--- src/design/dzsc_pkg.sv ---
// Shared constants and types for the dead-zone scroll camera.
package dzsc_pkg;

  // Default screen size in pixels.
  localparam int ScreenWDefault = 160;
  localparam int ScreenHDefault = 144;

  // Field widths.
  localparam int PosW   = 16;
  localparam int CamW   = 12;
  localparam int RegW   = 8;
  localparam int TileW  = 8;

  // Signed working width for the follow arithmetic: holds -255..4350.
  localparam int AccW   = 15;

  // Stream word widths.
  localparam int InDataW  = 32;
  localparam int OutDataW = 64;

  // Configuration register indexes.
  localparam int CfgIdxW = 3;
  typedef enum logic [CfgIdxW-1:0] {
    CFG_ZONE_RIGHT_X     = 3'd0,
    CFG_ZONE_BOTTOM_Y    = 3'd1,
    CFG_MAP_WIDTH_TILES  = 3'd2,
    CFG_MAP_HEIGHT_TILES = 3'd3,
    CFG_SCROLL_SUPPRESS  = 3'd4
  } cfg_idx_t;

  // Reset values of the configuration registers.
  localparam logic [RegW-1:0] ZoneRightReset  = 8'd140;
  localparam logic [RegW-1:0] ZoneBottomReset = 8'd124;

  // One result word before packing.
  typedef struct packed {
    logic [TileW-1:0] row_left_col;
    logic [TileW-1:0] row_index;
    logic             row_refresh;
    logic [TileW-1:0] col_top_row;
    logic [TileW-1:0] col_index;
    logic             col_refresh;
    logic             scroll_valid;
    logic [CamW-1:0]  scroll_y;
    logic [CamW-1:0]  scroll_x;
  } result_t;

endpackage

--- src/design/dead_zone_scroll_camera_unit.sv ---
// Dead-zone scroll camera: follows a target, clamps to the map and flags tile edges.
// Pipeline: an accepted word is held in the input register, and its result then
// in the result register, from which it is offered on the output.
// Throughput: one word per cycle while the output is not stalled, set by the single
// follow-and-clamp pass between the input register and the result register; a
// stalled output holds one result while the input register holds the next word.
// Reset: rst is synchronous and active high; it empties both registers, sets the
// camera to zero and loads the configuration registers with their reset values.
module dead_zone_scroll_camera_unit #(
  parameter int SCREEN_W = dzsc_pkg::ScreenWDefault,
  parameter int SCREEN_H = dzsc_pkg::ScreenHDefault
) (
  input  logic                          clk,
  input  logic                          rst,
  // Input stream. tdata: target_pos_x [15:0], target_pos_y [31:16].
  input  logic                          s_tvalid,
  output logic                          s_tready,
  input  logic [dzsc_pkg::InDataW-1:0]  s_tdata,
  // Output stream. tdata: scroll_x [11:0], scroll_y [23:12], scroll_valid [24],
  // col_refresh [25], col_index [33:26], col_top_row [41:34], row_refresh [42],
  // row_index [50:43], row_left_col [58:51], zero [63:59].
  output logic                          m_tvalid,
  input  logic                          m_tready,
  output logic [dzsc_pkg::OutDataW-1:0] m_tdata,
  // Configuration write port.
  input  logic                          cfg_we,
  input  logic [dzsc_pkg::CfgIdxW-1:0]  cfg_index,
  input  logic [dzsc_pkg::RegW-1:0]     cfg_data
);

  localparam int CamW  = dzsc_pkg::CamW;
  localparam int PosW  = dzsc_pkg::PosW;
  localparam int RegW  = dzsc_pkg::RegW;
  localparam int TileW = dzsc_pkg::TileW;
  localparam int AccW  = dzsc_pkg::AccW;

  // Screen sizes as 8-bit values; their range is 0 to 255.
  localparam logic [RegW-1:0] ScreenW8 = RegW'(SCREEN_W);
  localparam logic [RegW-1:0] ScreenH8 = RegW'(SCREEN_H);

  // Configuration registers.
  logic [RegW-1:0] zone_right_x;
  logic [RegW-1:0] zone_bottom_y;
  logic [RegW-1:0] map_width_tiles;
  logic [RegW-1:0] map_height_tiles;
  logic            scroll_suppress;

  always_ff @(posedge clk) begin
    if (rst) begin
      zone_right_x     <= dzsc_pkg::ZoneRightReset;
      zone_bottom_y    <= dzsc_pkg::ZoneBottomReset;
      map_width_tiles  <= '0;
      map_height_tiles <= '0;
      scroll_suppress  <= 1'b0;
    end else if (cfg_we) begin
      // Indexes past the register list are dropped by the default arm.
      unique case (cfg_index)
        dzsc_pkg::CFG_ZONE_RIGHT_X:     zone_right_x     <= cfg_data;
        dzsc_pkg::CFG_ZONE_BOTTOM_Y:    zone_bottom_y    <= cfg_data;
        dzsc_pkg::CFG_MAP_WIDTH_TILES:  map_width_tiles  <= cfg_data;
        dzsc_pkg::CFG_MAP_HEIGHT_TILES: map_height_tiles <= cfg_data;
        dzsc_pkg::CFG_SCROLL_SUPPRESS:  scroll_suppress  <= cfg_data[0];
        default: ;
      endcase
    end
  end

  // One axis of the camera. The target is converted to whole pixels and its
  // signed distance from the camera is checked against the dead zone. Past
  // the far edge the camera drags the target along that edge; before the near
  // edge it backs up, but only while the camera is off zero. The result is
  // then clamped to the range from zero to the map size minus the screen,
  // where a map smaller than the screen pins the camera at zero.
  function automatic logic [CamW-1:0] follow_axis(
    input logic [CamW-1:0] cam,
    input logic [PosW-1:0] pos,
    input logic [RegW-1:0] zone,
    input logic [RegW-1:0] tiles,
    input logic [RegW-1:0] screen
  );
    logic signed [AccW-1:0] tgt;
    logic signed [AccW-1:0] c;
    logic signed [AccW-1:0] delta;
    logic signed [AccW-1:0] zs;
    logic signed [AccW-1:0] near_edge;
    logic signed [AccW-1:0] lim;
    tgt       = AccW'(pos[PosW-1:4]);
    c         = AccW'(cam);
    zs        = AccW'(zone);
    delta     = tgt - c;
    // A zone edge past the screen size makes the near edge negative.
    near_edge = AccW'(screen) - zs;
    lim       = AccW'({tiles, 3'b000}) - AccW'(screen);
    if (delta > zs) begin
      c = tgt - zs;
    end else if (delta < near_edge && cam != '0) begin
      c = tgt - near_edge;
    end
    if (c < 0) begin
      c = '0;
    end
    if (lim < 0) begin
      lim = '0;
    end
    if (c > lim) begin
      c = lim;
    end
    return c[CamW-1:0];
  endfunction

  // Input register and result register. The input register moves forward
  // whenever the result register is empty or is being drained, so a new word
  // can enter in the same cycle that a finished one leaves.
  logic            in_valid;
  logic [PosW-1:0] in_pos_x;
  logic [PosW-1:0] in_pos_y;
  logic            out_valid;
  dzsc_pkg::result_t out_res;
  logic            advance;

  // Camera state; it also serves as the previous position for edge checks.
  logic [CamW-1:0] cam_x;
  logic [CamW-1:0] cam_y;

  assign advance  = !out_valid || m_tready;
  assign s_tready = !in_valid || advance;

  always_ff @(posedge clk) begin
    if (rst) begin
      in_valid <= 1'b0;
    end else if (s_tready) begin
      in_valid <= s_tvalid;
    end
  end

  always_ff @(posedge clk) begin
    if (s_tready && s_tvalid) begin
      in_pos_x <= s_tdata[PosW-1:0];
      in_pos_y <= s_tdata[2*PosW-1:PosW];
    end
  end

  // Follow, clamp and tile-edge logic for the word in the input register.
  logic [CamW-1:0]   nx;
  logic [CamW-1:0]   ny;
  logic [CamW:0]     lead_x;
  logic [CamW:0]     lead_y;
  dzsc_pkg::result_t res_next;

  always_comb begin
    nx = follow_axis(cam_x, in_pos_x, zone_right_x, map_width_tiles, ScreenW8);
    ny = follow_axis(cam_y, in_pos_y, zone_bottom_y, map_height_tiles, ScreenH8);
    // The leading edge sits one screen ahead of the camera.
    lead_x = {1'b0, nx} + (CamW+1)'(ScreenW8);
    lead_y = {1'b0, ny} + (CamW+1)'(ScreenH8);

    res_next              = '0;
    res_next.scroll_x     = nx;
    res_next.scroll_y     = ny;
    res_next.scroll_valid = !scroll_suppress;

    // A change of tile column: moving forward reloads the leading column,
    // moving back reloads the trailing one. Index and start wrap at 8 bits.
    if (nx[CamW-1:3] != cam_x[CamW-1:3]) begin
      res_next.col_refresh = 1'b1;
      res_next.col_index   = (nx > cam_x) ? lead_x[TileW+2:3] : nx[TileW+2:3];
      res_next.col_top_row = ny[TileW+2:3];
    end
    if (ny[CamW-1:3] != cam_y[CamW-1:3]) begin
      res_next.row_refresh  = 1'b1;
      res_next.row_index    = (ny > cam_y) ? lead_y[TileW+2:3] : ny[TileW+2:3];
      res_next.row_left_col = nx[TileW+2:3];
    end
  end

  always_ff @(posedge clk) begin
    if (rst) begin
      out_valid <= 1'b0;
      cam_x     <= '0;
      cam_y     <= '0;
    end else if (advance) begin
      out_valid <= in_valid;
      // The camera moves even when scrolling is suppressed.
      if (in_valid) begin
        cam_x <= nx;
        cam_y <= ny;
      end
    end
  end

  always_ff @(posedge clk) begin
    if (advance && in_valid) begin
      out_res <= res_next;
    end
  end

  assign m_tvalid = out_valid;
  assign m_tdata  = dzsc_pkg::OutDataW'(out_res);

  // The camera always matches the result waiting on the output.
  assert property (@(posedge clk) disable iff (rst)
    out_valid |-> (out_res.scroll_x == cam_x && out_res.scroll_y == cam_y))
    else $error("camera state differs from the pending scroll position");

  // Without a column refresh its index and start row are zero.
  assert property (@(posedge clk) disable iff (rst)
    (out_valid && !out_res.col_refresh) |->
      (out_res.col_index == '0 && out_res.col_top_row == '0))
    else $error("column fields set without a column refresh");

  // Without a row refresh its index and start column are zero.
  assert property (@(posedge clk) disable iff (rst)
    (out_valid && !out_res.row_refresh) |->
      (out_res.row_index == '0 && out_res.row_left_col == '0))
    else $error("row fields set without a row refresh");

  // The input side only stalls while a word sits in the input register
  // behind a stalled result.
  assert property (@(posedge clk) disable iff (rst)
    !s_tready |-> (in_valid && out_valid && !m_tready))
    else $error("input stalled without a full pipeline");

endmodule

--- config.mk ---
export PLATFORM = sky130hd
export DESIGN_NAME = dead_zone_scroll_camera_unit
export DESIGN_NICKNAME = d
export VERILOG_FILES = /design/src/design/dzsc_pkg.sv /design/src/design/dead_zone_scroll_camera_unit.sv
export SDC_FILE = /design/constraint.sdc
export NUM_CORES = 1
export LEC_CHECK = 0
export CAP_MARGIN = 20
export CORE_MARGIN = 2
export CORE_UTILIZATION = 40
export DETAILED_ROUTE_END_ITERATION = 10
export DONT_BUFFER_PORTS = 1
export HOLD_SLACK_MARGIN = 0.12
export MAX_ROUTING_LAYER = met4
export PLACE_DENSITY = 0.6
export SKIP_LAST_GASP = 1
export SLEW_MARGIN = 10
export SYNTH_ARGS = -nofsm -noshare
export SYNTH_HDL_FRONTEND = slang
export SYNTH_SLANG_ARGS = --single-unit
--- constraint.sdc ---
create_clock -name clk -period 11.4 [get_ports clk]
set_input_delay 0.57 -clock clk [delete_from_list [all_inputs] [get_ports clk]]
set_output_delay 0.57 -clock clk [all_outputs]
set_load 0.05 [all_outputs]
* Yosys cells after proc, flatten, opt, wreduce, memory -nomap -nowiden
Index checks and enable logic that the tools add are counted.
Operators by class: equal/unequal tests 6, muxes and demuxes 14, reductions and logical operators 18, magnitude comparators 12, $add $sub $neg 12
Operator list (count):
- two-way mux 15 bit | 8
- greater-than comparator 15 bit | 2
- less-than comparator 15 x 1 -> 1 bit, second input constant | 2
- subtractor 13 x 9 -> 14 bit | 2
- greater-than comparator 13 x 9 -> 1 bit | 2
- less-than comparator 13 x 9 -> 1 bit | 2
- subtractor 12 x 12 -> 13 bit | 2
- subtractor 12 x 8 -> 13 bit | 2
- greater-than comparator 12 bit | 2
- less-than comparator 12 x 1 -> 1 bit, second input constant | 2
- two-way mux 12 bit | 2
- nonzero test 12 bit | 2
- subtractor 11 x 8 -> 12 bit, second input constant | 2
- adder 11 x 8 -> 11 bit, second input constant | 2
- inequality test 9 bit | 2
- subtractor 8 x 8 -> 9 bit, first input constant | 2
- two-way mux 8 bit | 2
- AND reduction 2 bit | 6
- == test 3 x 2 -> 1 bit, second input constant | 2
- logical AND 1 bit | 4
- == test 3 x 1 -> 1 bit, second input constant | 1
- == test 3 bit, second input constant | 1
- logical NOT 1 bit | 3
- logical NOT 3 bit | 1
- 2 further kinds | 4
Storage, ports and cells: logic and storage cells 82, output and inout port bits 66, flip-flop bits (word level) 150, bits of input ports 48

* Depth between registers and ports, before layout
Gate-level depths: netlist of the first run.
depth after elaboration 11, mapped depth 48

* Least setup slack after synthesis of the first run
OpenSTA, ideal clock, no wires.
path kind register to register, start register in_pos_x[5], end register out_res (netlist bit m_tdata[33]), data pin, data required time 11.139 ns, path buffers 3, arrival 7.894 ns, setup time 0.261 ns, slack 3.245 ns, cell stages (with the launch flop) 45, path through edfxtp_1 inv_1 fa_1 nor2b_1 o21ai_0 nand2_1 a21o_1 a21oi_1 xnor2_1 ha_1 a21o_1 a21oi_1 o21ai_0 a2111oi_4 or2_2 buf_2 buf_2 nor2_1 (+9 left out) o41ai_1 a31o_2 nor3_1 a41o_1 buf_4 mux2i_1 inv_1 ha_1 a21o_1 a21o_1 a21oi_1 o211ai_1 a21oi_1 a31oi_1 nand2_1 or3_1 a21boi_0 nor3_1
On the way: longest elaborated chain between the ends 11, elaborated cells on any way between the ends 16
Ends and longest elaborated chain:
- start, declared | RTL line dead_zone_scroll_camera_unit.sv:115 | logic [PosW-1:0] in_pos_x;
- start signal, assigned | RTL line dead_zone_scroll_camera_unit.sv:138 | in_pos_x <= s_tdata[PosW-1:0];
- subtractor 12 x 12 -> 13 bit | RTL line dead_zone_scroll_camera_unit.sv:90 | delta = tgt - c;
- less-than comparator 13 x 9 -> 1 bit | RTL line dead_zone_scroll_camera_unit.sv:96 | end else if (delta < near_edge && cam != '0) begin
- logical AND 1 bit | RTL line dead_zone_scroll_camera_unit.sv:96
- two-way mux 15 bit | RTL line dead_zone_scroll_camera_unit.sv:96
- two-way mux 15 bit (*) | RTL line dead_zone_scroll_camera_unit.sv:94 | if (delta > zs) begin
- less-than comparator 15 x 1 -> 1 bit | RTL line dead_zone_scroll_camera_unit.sv:99 | if (c < 0) begin
- two-way mux 15 bit (*) | RTL line dead_zone_scroll_camera_unit.sv:99
- greater-than comparator 15 bit | RTL line dead_zone_scroll_camera_unit.sv:105 | if (c > lim) begin
- two-way mux 12 bit (*) | RTL line dead_zone_scroll_camera_unit.sv:105
- net nx[5] | RTL line dead_zone_scroll_camera_unit.sv:144 | logic [CamW-1:0] nx;
- adder 11 x 8 -> 11 bit / greater-than comparator 12 bit (equally long branches) | RTL line dead_zone_scroll_camera_unit.sv:154, dead_zone_scroll_camera_unit.sv:166
- two-way mux 8 bit | RTL line dead_zone_scroll_camera_unit.sv:166 | res_next.col_index = (nx > cam_x) ? lead_x[TileW+2:3] : nx[TileW+2:3];
- end signal, assigned | RTL line dead_zone_scroll_camera_unit.sv:193 | out_res <= res_next;
- end, declared | RTL line dead_zone_scroll_camera_unit.sv:118 | dzsc_pkg::result_t out_res;
The timed path passes the listed nets; every way through them passes the cells marked *. A chain may end at the register's enable or synchronous reset.

* Worst setup path in the final report of the first run
start register in_pos_x[6], end register out_res (netlist bit m_tdata[33]), data pin
The elaborated chain is that of the path after synthesis.

==> results.cfg, run 1 <==
[finish]
seqCellArea_um2 = 3670
post-route-util_pct = 44.0
area_growth_pct = 8.41
nFillCells = 2870
diodes = 0
multi_input_area_um2 = 7390
fin_nets = 1529
drive_gt1_share_pct = 5.65

[drt]
drc = 0
wl_per_cell_um = 17.9
vias = 9598
ant_nets = 0
vias_per_cell = 5.55
routed_wl_mm = 31.0
drt_pre_antenna_iters = 5
initialDrtViolationCount = 616

[clock_network]
clock-root-buffer = clkbuf_16
ctsHtreeMaxLevel = 4
clkLatencyLatePin_ns = 0.43
cts_tree = done
cts_inserted_buffers = 17
post_cts_resized = 0
clk_pin_slew_worst_paths_ns = 0.07
cts.hold.buffers_added = 0
cts_setup_buffers = 0
clk_path_buf_depth = 2
numClockSinks = 142

[worst_setup_path]
max_stage_delay_ns = 0.74
critPathKind = reg -> reg
cp-end-kind = flip-flop
cpMostUsedCell = o21ai_0
start_kind = flip-flop
cp_slowest_cell = a31oi_1
required_ns = 11.66
r2r_start = in_pos_x[6]
worst-endpoint-arrival_ns = 10.55
crit_start = in_pos_x[6]
crit_fanout = 17

[placement]
dpl.hpwl_mm = 24.5
numPortBuffers = 0
gp_congestion = 0.928

[sta]
hold_viol = 0
fin_setup_tns_ns = 0
whs_ns = 0.201
maxSlewViolCount = 0
post-route-period-util_pct = 90.3
timing.fmax_ghz = 0.0971
finalClockSkew_ns = 0.0140
setup_violations = 0
timing.final.crit_period_ns = 10.30
rsz0062_at_grt = false
maxSlewHeadroom_pct = 28.8
tightest_slew_ns = 1.07

[logic_synthesis]
synth_area_um2 = 11700
avgSynthCellArea_um2 = 8.73
synth-seq-area-share_pct = 31.5
dominantRegCellSynth = edfxtp_1
ys_seq_elements = 142
synthArstFlopShare_pct = 0
synth_cells = 1335
yosys_warnings = 0
synth_cell_types = 82
synth_edf_count = 83

[pwr]
p_switching_w = 0.000729
leakagePower_nw = 5.07
p_per_area_nw_per_um2 = 147
comb_power_share_pct = 32.6
pwr-share-seq_pct = 36.8
internal-power_w = 0.00113
power_w = 0.00186
vdd_drop_max_mv = 0.0830
p_clk_share_pct = 30.7
swShare_pct = 39.1

[worst_hold_path]
holdCritPathClass = in -> reg
holdCritStartpoint = rst

[floorplanning]
ios = 114
initial_core_util_pct = 40.6
rows = 62
core-area_um2 = 28700
die_w_um = 175
dieArea_um2 = 30500
chipHeight_um = 175

[grt]
globalRouteOverflowTotal = 0
track_usage_pct = 21.2
grt_pass1_wl_mm = 49.6
grt_max_degree = 83
grt_pass1_vias = 9198
antenna_found_initial = 0

[flow_run]
maxCapViolCount = 0

[status]
outcome = complete, no violations
sequential cells by signal, indices dropped and copies added (netlist names):
signal / cells
scroll_suppress: 1
in_pos_y: 12
in_valid: 1
m_tdata: 59
map_width_tiles: 8
cam_y: 12
zone_right_x: 8
cam_x: 12
m_tvalid: 1
zone_bottom_y: 8
map_height_tiles: 8
in_pos_x: 12
worst max-delay path: cells and delay by family (launching register included):
kind	cells	cell delay, ns
buffers and inverters	2	0.28
AOI/OAI and AO/OA	20	5.21
DFF	1	0.48
adders and majority gates	4	1.28
xor gates and xnor gates	1	0.13
and+or+nand+nor	12	2.20
muxes	1	0.53
Yosys cell counts (all sizes together) (11+ instances only):
library cell / n / area [um2]
nor2b: 26 / 163
ha: 144 / 1800
and3: 14 / 87.6
dfxtp: 59 / 1180
o21ai: 65 / 337
a21oi: 100 / 516
xor2: 18 / 158
mux2i: 27 / 274
a211o: 11 / 96.3
buf: 18 / 119
nand2b: 25 / 156
nor4: 18 / 119
o31ai: 12 / 90.1
and2: 15 / 93.8
nand2: 125 / 469
a211oi: 36 / 280
a21o: 33 / 248
mux2: 12 / 139
xnor2: 44 / 393
nor2: 120 / 458
o21a: 21 / 158
nor3: 25 / 125
nand3: 23 / 115
edfxtp: 83 / 2490
clkbuf: 20 / 75.1
inv: 118 / 443
layout by cell type, fill, tap and decap left out, types with 34 or more instances in the layout:
cell,synthesis,final
nand2_1,125,125
xnor2_1,43,43
a21oi_1,98,98
nor2_1,119,119
ha_1,144,144
o21ai_0,62,62
a211oi_1,34,34
inv_1,118,117
edfxtp_1,83,83
dfxtp_1,59,59
path summary, 6_finish.rpt:
path	end	slack (ns)	cells after the start
setup reg to reg	m_tdata[33]	1.10	40
hold reg to reg	m_tdata[24]	0.45	1
setup / recovery	m_tdata[33]	1.10	40
hold / removal	zone_bottom_y[7]	0.20	1
layer usage:
| metal | up-vias | GRT usage (%) | part of all wire, % |
|---|---|---|---|
| met2 | 248 | 31.6 | 43 |
| met1 | 4516 | 29.2 | 49 |
| met4 | 0 | 5.69 | 1.6 |
| met3 | 32 | 4.26 | 6.0 |
| met5 | - | - | 0 |
| li1 | 4802 | - | - |
power groups by stage:
stage	Combinational (W)	Clock (W)	Sequential [W]
3_5_place_dp	0.000600	0	0.000696
6_report	0.000606	0.000571	0.000684
2_1_floorplan	0.000475	0	0.000687
4_1_cts	0.000605	0.000584	0.000685
3_3_place_gp	0.000590	0	0.000696
5_1_grt	0.000683	0.000605	0.000689
stage by stage:
stage / cells / worst slack (ns) / instance area (um2)
floorplan: 1345 / 3.24 / 11700
global route: 1728 / 0.310 / 12600
finish: 1728 / 1.10 / 12600
global placement: 1696 / 1.34 / 12000
detailed placement: 1696 / 1.18 / 12000
CTS: 1728 / 1.14 / 12600
kinds of logic (layout without fill, tap and decap cells):
kind of cell             count (synthesis)  count (layout)  synth area share, %
adder cells (fa/ha/maj)                150             150                 16.5
multiplexers                            39              39                 3.54
buffers and inverters                  156             155                 5.46
XOR/XNOR                                62              62                 4.72
AND/OR/NAND/NOR                        429             429                 17.6
flip-flops                             142             142                 31.5
AO/OA/AOI/OAI                          356             356                 20.6
other                                    1              11               0.0322
layout make-up:
| cell class | count | area share [%] |
|---|---|---|
| Sequential cell | 142 | 29.1 |
| Inverter | 118 | 3.51 |
| Clock inverter | 15 | 1.48 |
| Multi-Input combinational cell | 1047 | 58.5 |
| Tap cell | 384 | 3.80 |
| Timing Repair Buffer | 5 | 0.297 |
| Clock buffer | 17 | 3.37 |
Power figures use the tool's default switching activity.
==> inputs of run 2 (changes only) <==
--- a/config.mk
+++ b/config.mk
@@ -5,14 +5,14 @@
 export SDC_FILE = /design/constraint.sdc
 export NUM_CORES = 1
 export LEC_CHECK = 0
+export BUFFER_PORTS_ARGS = -buffer_cell sky130_fd_sc_hd__buf_4
 export CAP_MARGIN = 20
 export CORE_MARGIN = 2
 export CORE_UTILIZATION = 40
 export DETAILED_ROUTE_END_ITERATION = 10
-export DONT_BUFFER_PORTS = 1
 export HOLD_SLACK_MARGIN = 0.12
 export MAX_ROUTING_LAYER = met4
-export PLACE_DENSITY = 0.6
+export PLACE_DENSITY = 0.64
 export SKIP_LAST_GASP = 1
 export SLEW_MARGIN = 10
 export SYNTH_ARGS = -nofsm -noshare
==> run 2 against run 1 <==
  * Clock skew up 0.0045 ns
  * Non-clock buffer count up 100
  * Worst hold slack better by 0.10 ns
  * Sequential power down 10%
  * Die area unchanged
  * Power up 1.8%
  * Setup slack better by 0.13 ns
  * Combinational power up 19%
  * Critical path type unchanged
  * Largest power group is now combinational logic
  * Highest routed layer unchanged
==> results.cfg, run 2 (same netlist as run 1, synthesis figures left out) <==
[status]
outcome = complete, no violations

[clock_network]
clk_path_buf_depth = 2
numClockSinks = 142
ctsHtreeMaxLevel = 4
clk_pin_slew_worst_paths_ns = 0.08
clock-root-buffer = clkbuf_16
cts.hold.buffers_added = 0
clkLatencyLatePin_ns = 0.44
cts_setup_buffers = 0
cts_inserted_buffers = 17
post_cts_resized = 0
cts_tree = done

[drt]
vias_per_cell = 5.46
routed_wl_mm = 31.3
wl_per_cell_um = 17.1
vias = 9989
drc = 0
initialDrtViolationCount = 708
drt_pre_antenna_iters = 5
ant_nets = 0

[floorplanning]
dieArea_um2 = 30500
initial_core_util_pct = 40.6
rows = 62
core-area_um2 = 28700
chipHeight_um = 175
die_w_um = 175
ios = 114

[worst_setup_path]
critPathTopFamily = compound AO/OA/AOI/OAI gates
cpMostUsedCell = ha_1
worst-endpoint-arrival_ns = 10.32
r2r_start = zone_right_x[1]
required_ns = 11.56
crit_start = zone_right_x[1]
worst-path-buf-inv = 4
cp-end-kind = flip-flop
cp_slowest_cell = a31oi_1
start_kind = flip-flop
critPathKind = reg -> reg
max_stage_delay_ns = 0.73
crit_fanout = 13

[grt]
grt_max_degree = 83
globalRouteOverflowTotal = 0
grt_pass1_wl_mm = 49.3
track_usage_pct = 20.9
antenna_found_initial = 0
grt_pass1_vias = 9201

[flow_run]
maxCapViolCount = 0

[pwr]
pwr-share-seq_pct = 32.3
internal-power_w = 0.00117
p_per_area_nw_per_um2 = 142
comb_power_share_pct = 38.1
leakagePower_nw = 5.54
swShare_pct = 38.1
p_clk_share_pct = 29.5
p_switching_w = 0.000722
vdd_drop_max_mv = 0.0952
power_w = 0.00190

[sta]
post-route-period-util_pct = 89.1
tightest_slew_ns = 1.04
timing.fmax_ghz = 0.0984
whs_ns = 0.301
maxSlewHeadroom_pct = 30.3
finalClockSkew_ns = 0.0185
setup_violations = 0
maxSlewViolCount = 0
hold_viol = 0
timing.final.crit_period_ns = 10.16
fin_setup_tns_ns = 0
rsz0062_at_grt = false

[finish]
fin_nets = 1629
final_cell_mix = 144 x ha_1, 125 x nand2_1, 119 x nor2_1
area_growth_pct = 14.7
layout_commonest_cell = ha_1
largest_reg_flops = 59
diodes = 0
drive_gt1_share_pct = 12.1

[placement]
gp_congestion = 0.936
dpl.hpwl_mm = 24.6
numPortBuffers = 100

[worst_hold_path]
holdCritStartpoint = s_tdata[26]
holdCritPathClass = in -> reg
## run 2: cell count changes in the layout (fill, tap and decap cells not counted), sizes merged
cell | before | now
buf | 5 | 105
bufinv | 0 | 1
clkinv | 8 | 9
clkinvlp | 1 | 0
inv | 124 | 123
## run 2: worst paths after layout
check                      end  slack, ns  cells past startpoint
hold reg to reg    m_tdata[24]       0.46                      1
setup reg to reg   m_tdata[33]       1.24                     41
setup / recovery   m_tdata[33]       1.24                     41
hold / removal    in_pos_y[10]       0.30                      1
## run 2: metrics by stage
| step | cells | util (%) | worst slack (ns) | cell area, um2 |
|---|---|---|---|---|
| after floorplan | 1345 | - | 3.24 | 11700 |
| after global placement | 1795 | 44.5 | 1.48 | 12800 |
| after detailed placement | 1795 | 44.5 | 1.39 | 12800 |
| after CTS | 1827 | 46.5 | 1.34 | 13400 |
| after global routing | 1828 | 46.6 | 0.481 | 13400 |
| final | 1828 | 46.6 | 1.24 | 13400 |
## run 2: metal layers
layer | vias up | GRT usage [%] | share of wire (%)
li1 | 5004 | - | -
met1 | 4667 | 30.4 | 51
met2 | 281 | 30.8 | 43
met3 | 37 | 2.39 | 4.4
met4 | 0 | 5.31 | 1.7
met5 | - | - | 0
## run 2: power by group through the flow
| stage | combinational [W] | sequential [W] | clock, W |
|---|---|---|---|
| 2_1_floorplan | 0.000475 | 0.000687 | 0 |
| 3_3_place_gp | 0.000702 | 0.000624 | 0 |
| 3_5_place_dp | 0.000713 | 0.000624 | 0 |
| 4_1_cts | 0.000718 | 0.000613 | 0.000569 |
| 5_1_grt | 0.000797 | 0.000617 | 0.000590 |
| 6_report | 0.000723 | 0.000613 | 0.000560 |
## run 2: layout make-up
type	count	area (um2)
well taps	384	480
clock buffers	17	425
multi-input cells	1047	7390
fillers	2853	15300
clock inverters	15	154
inverters	118	444
flip-flops and latches	142	3670
repair buffers	105	796
==> inputs of run 3 (changes only) <==
--- a/config.mk
+++ b/config.mk
@@ -10,9 +10,10 @@
 export CORE_MARGIN = 2
 export CORE_UTILIZATION = 40
 export DETAILED_ROUTE_END_ITERATION = 10
+export GPL_TIMING_DRIVEN = 1
 export HOLD_SLACK_MARGIN = 0.12
 export MAX_ROUTING_LAYER = met4
-export PLACE_DENSITY = 0.64
+export PLACE_DENSITY_LB_ADDON = 0.2
 export SKIP_LAST_GASP = 1
 export SLEW_MARGIN = 10
 export SYNTH_ARGS = -nofsm -noshare
==> run 3 against run 2 <==
  * Routed wire length up 0.93%
  * Final cell count down 0.11%
  * Critical path depth down 1
  * Flip-flop and latch count unchanged
  * Die area unchanged
  * First-iteration DRC count up 5.9%
  * Combinational power down 0.7%
  * Largest power group unchanged
  * Highest routed layer unchanged
==> results.cfg, run 3 (same netlist as run 1, synthesis figures left out) <==
[drt]
wl_per_cell_um = 17.3
vias_per_cell = 5.42
drc = 0
routed_wl_mm = 31.6
initialDrtViolationCount = 750
ant_nets = 0
vias = 9898
drt_pre_antenna_iters = 5

[sta]
fin_setup_tns_ns = 0
post-route-period-util_pct = 91.0
hold_viol = 0
tightest_slew_ns = 1.11
timing.final.crit_period_ns = 10.37
rsz0062_at_grt = false
maxSlewHeadroom_pct = 26.3
setup_ws_ns = 1.03
timing.fmax_ghz = 0.0964
maxSlewViolCount = 0
finalClockSkew_ns = 0.0111
setup_violations = 0

[clock_network]
clk_pin_slew_worst_paths_ns = 0.07
clkLatencyLatePin_ns = 0.43
clk_path_buf_depth = 2
cts.hold.buffers_added = 0
clock-root-buffer = clkbuf_16
cts_setup_buffers = 0
numClockSinks = 142
ctsHtreeMaxLevel = 4
cts_tree = done
cts_inserted_buffers = 17
post_cts_resized = 0

[worst_setup_path]
crit_fanout = 13
required_ns = 11.65
cp-end-kind = flip-flop
cpMostUsedCell = ha_1
worst-endpoint-arrival_ns = 10.62
critPathKind = reg -> reg
max_stage_delay_ns = 0.64
cp_slowest_cell = a31oi_1
start_kind = flip-flop

[pwr]
power_w = 0.00189
swShare_pct = 38.0
pwr-share-seq_pct = 32.5
p_clk_share_pct = 29.5
vdd_drop_max_mv = 0.0840
leakagePower_nw = 5.52
p_switching_w = 0.000718
comb_power_share_pct = 38.0
internal-power_w = 0.00117
p_per_area_nw_per_um2 = 142

[grt]
antenna_found_initial = 0
globalRouteOverflowTotal = 0
grt_pass1_wl_mm = 49.6
grt_pass1_vias = 9132
track_usage_pct = 21.3
grt_max_degree = 82

[placement]
place_ws_ns = 1.17
gp_congestion = 0.903
dpl.hpwl_mm = 25.0
numPortBuffers = 100

[finish]
diodes = 0
fin_nets = 1627
drive_gt1_share_pct = 12.1
area_growth_pct = 14.4
largest_reg_flops = 59
final_cell_mix = 144 x ha_1, 125 x nand2_1, 119 x nor2_1
layout_commonest_cell = ha_1
nFillCells = 2824

[worst_hold_path]
holdCritPathClass = in -> reg

[floorplanning]
rows = 62
initial_core_util_pct = 40.6
ios = 114
chipHeight_um = 175
dieArea_um2 = 30500
die_w_um = 175
core-area_um2 = 28700

[flow_run]
maxCapViolCount = 0

[status]
outcome = complete, no violations
run 3: worst paths after layout:
check | from | slack (ns) | cells past startpoint | to
setup / recovery | zone_right_x[1] | 1.03 | 40 | m_tdata[33]
hold / removal | s_tdata[25] | 0.31 | 1 | in_pos_y[9]
setup reg to reg | zone_right_x[1] | 1.03 | 40 | m_tdata[33]
hold reg to reg | scroll_suppress | 0.46 | 1 | m_tdata[24]
run 3: per-stage QoR:
step,instance area (um2),std cells,hold WS (ns),util [%]
6_report,13300,1826,0.306,46.5
5_1_grt,13300,1826,0.282,46.5
4_1_cts,13300,1826,0.291,46.5
3_5_place_dp,12800,1794,0.444,44.5
3_3_place_gp,12800,1794,0.437,44.5
2_1_floorplan,11700,1345,0.427,-
run 3: cell type report:
| cell class | instances | area, um2 | share of cell area, % |
|---|---|---|---|
| Tap cell | 384 | 480 | 3.60 |
| Timing Repair Buffer | 103 | 773 | 5.80 |
| Sequential cell | 142 | 3670 | 27.5 |
| Clock inverter | 15 | 149 | 1.12 |
| Clock buffer | 17 | 425 | 3.19 |
| Inverter | 118 | 444 | 3.33 |
| Multi-Input combinational cell | 1047 | 7390 | 55.4 |
run 3: worst max-delay path, delay by kind of cell (launching register included):
family / cells / cell delay (ns)
flops: 1 / 0.32
xor+xnor: 1 / 0.18
simple gates: 13 / 2.41
buf+inv: 3 / 0.47
mux: 1 / 0.49
fa+ha+maj: 4 / 1.24
compound gates: 18 / 5.06
run 3: layer usage:
| layer | wire length (um) | GRT usage (%) |
|---|---|---|
| met2 | 13500 | 31.1 |
| met5 | 0 | - |
| met4 | 447 | 5.38 |
| met1 | 16000 | 30.8 |
| met3 | 1640 | 3.18 |
run 3: power groups by stage:
stage | registers (W) | clock network [W] | logic (W)
2_1_floorplan | 0.000687 | 0 | 0.000475
3_3_place_gp | 0.000625 | 0 | 0.000703
3_5_place_dp | 0.000625 | 0 | 0.000711
4_1_cts | 0.000614 | 0.000568 | 0.000717
5_1_grt | 0.000617 | 0.000592 | 0.000798
6_report | 0.000614 | 0.000557 | 0.000718
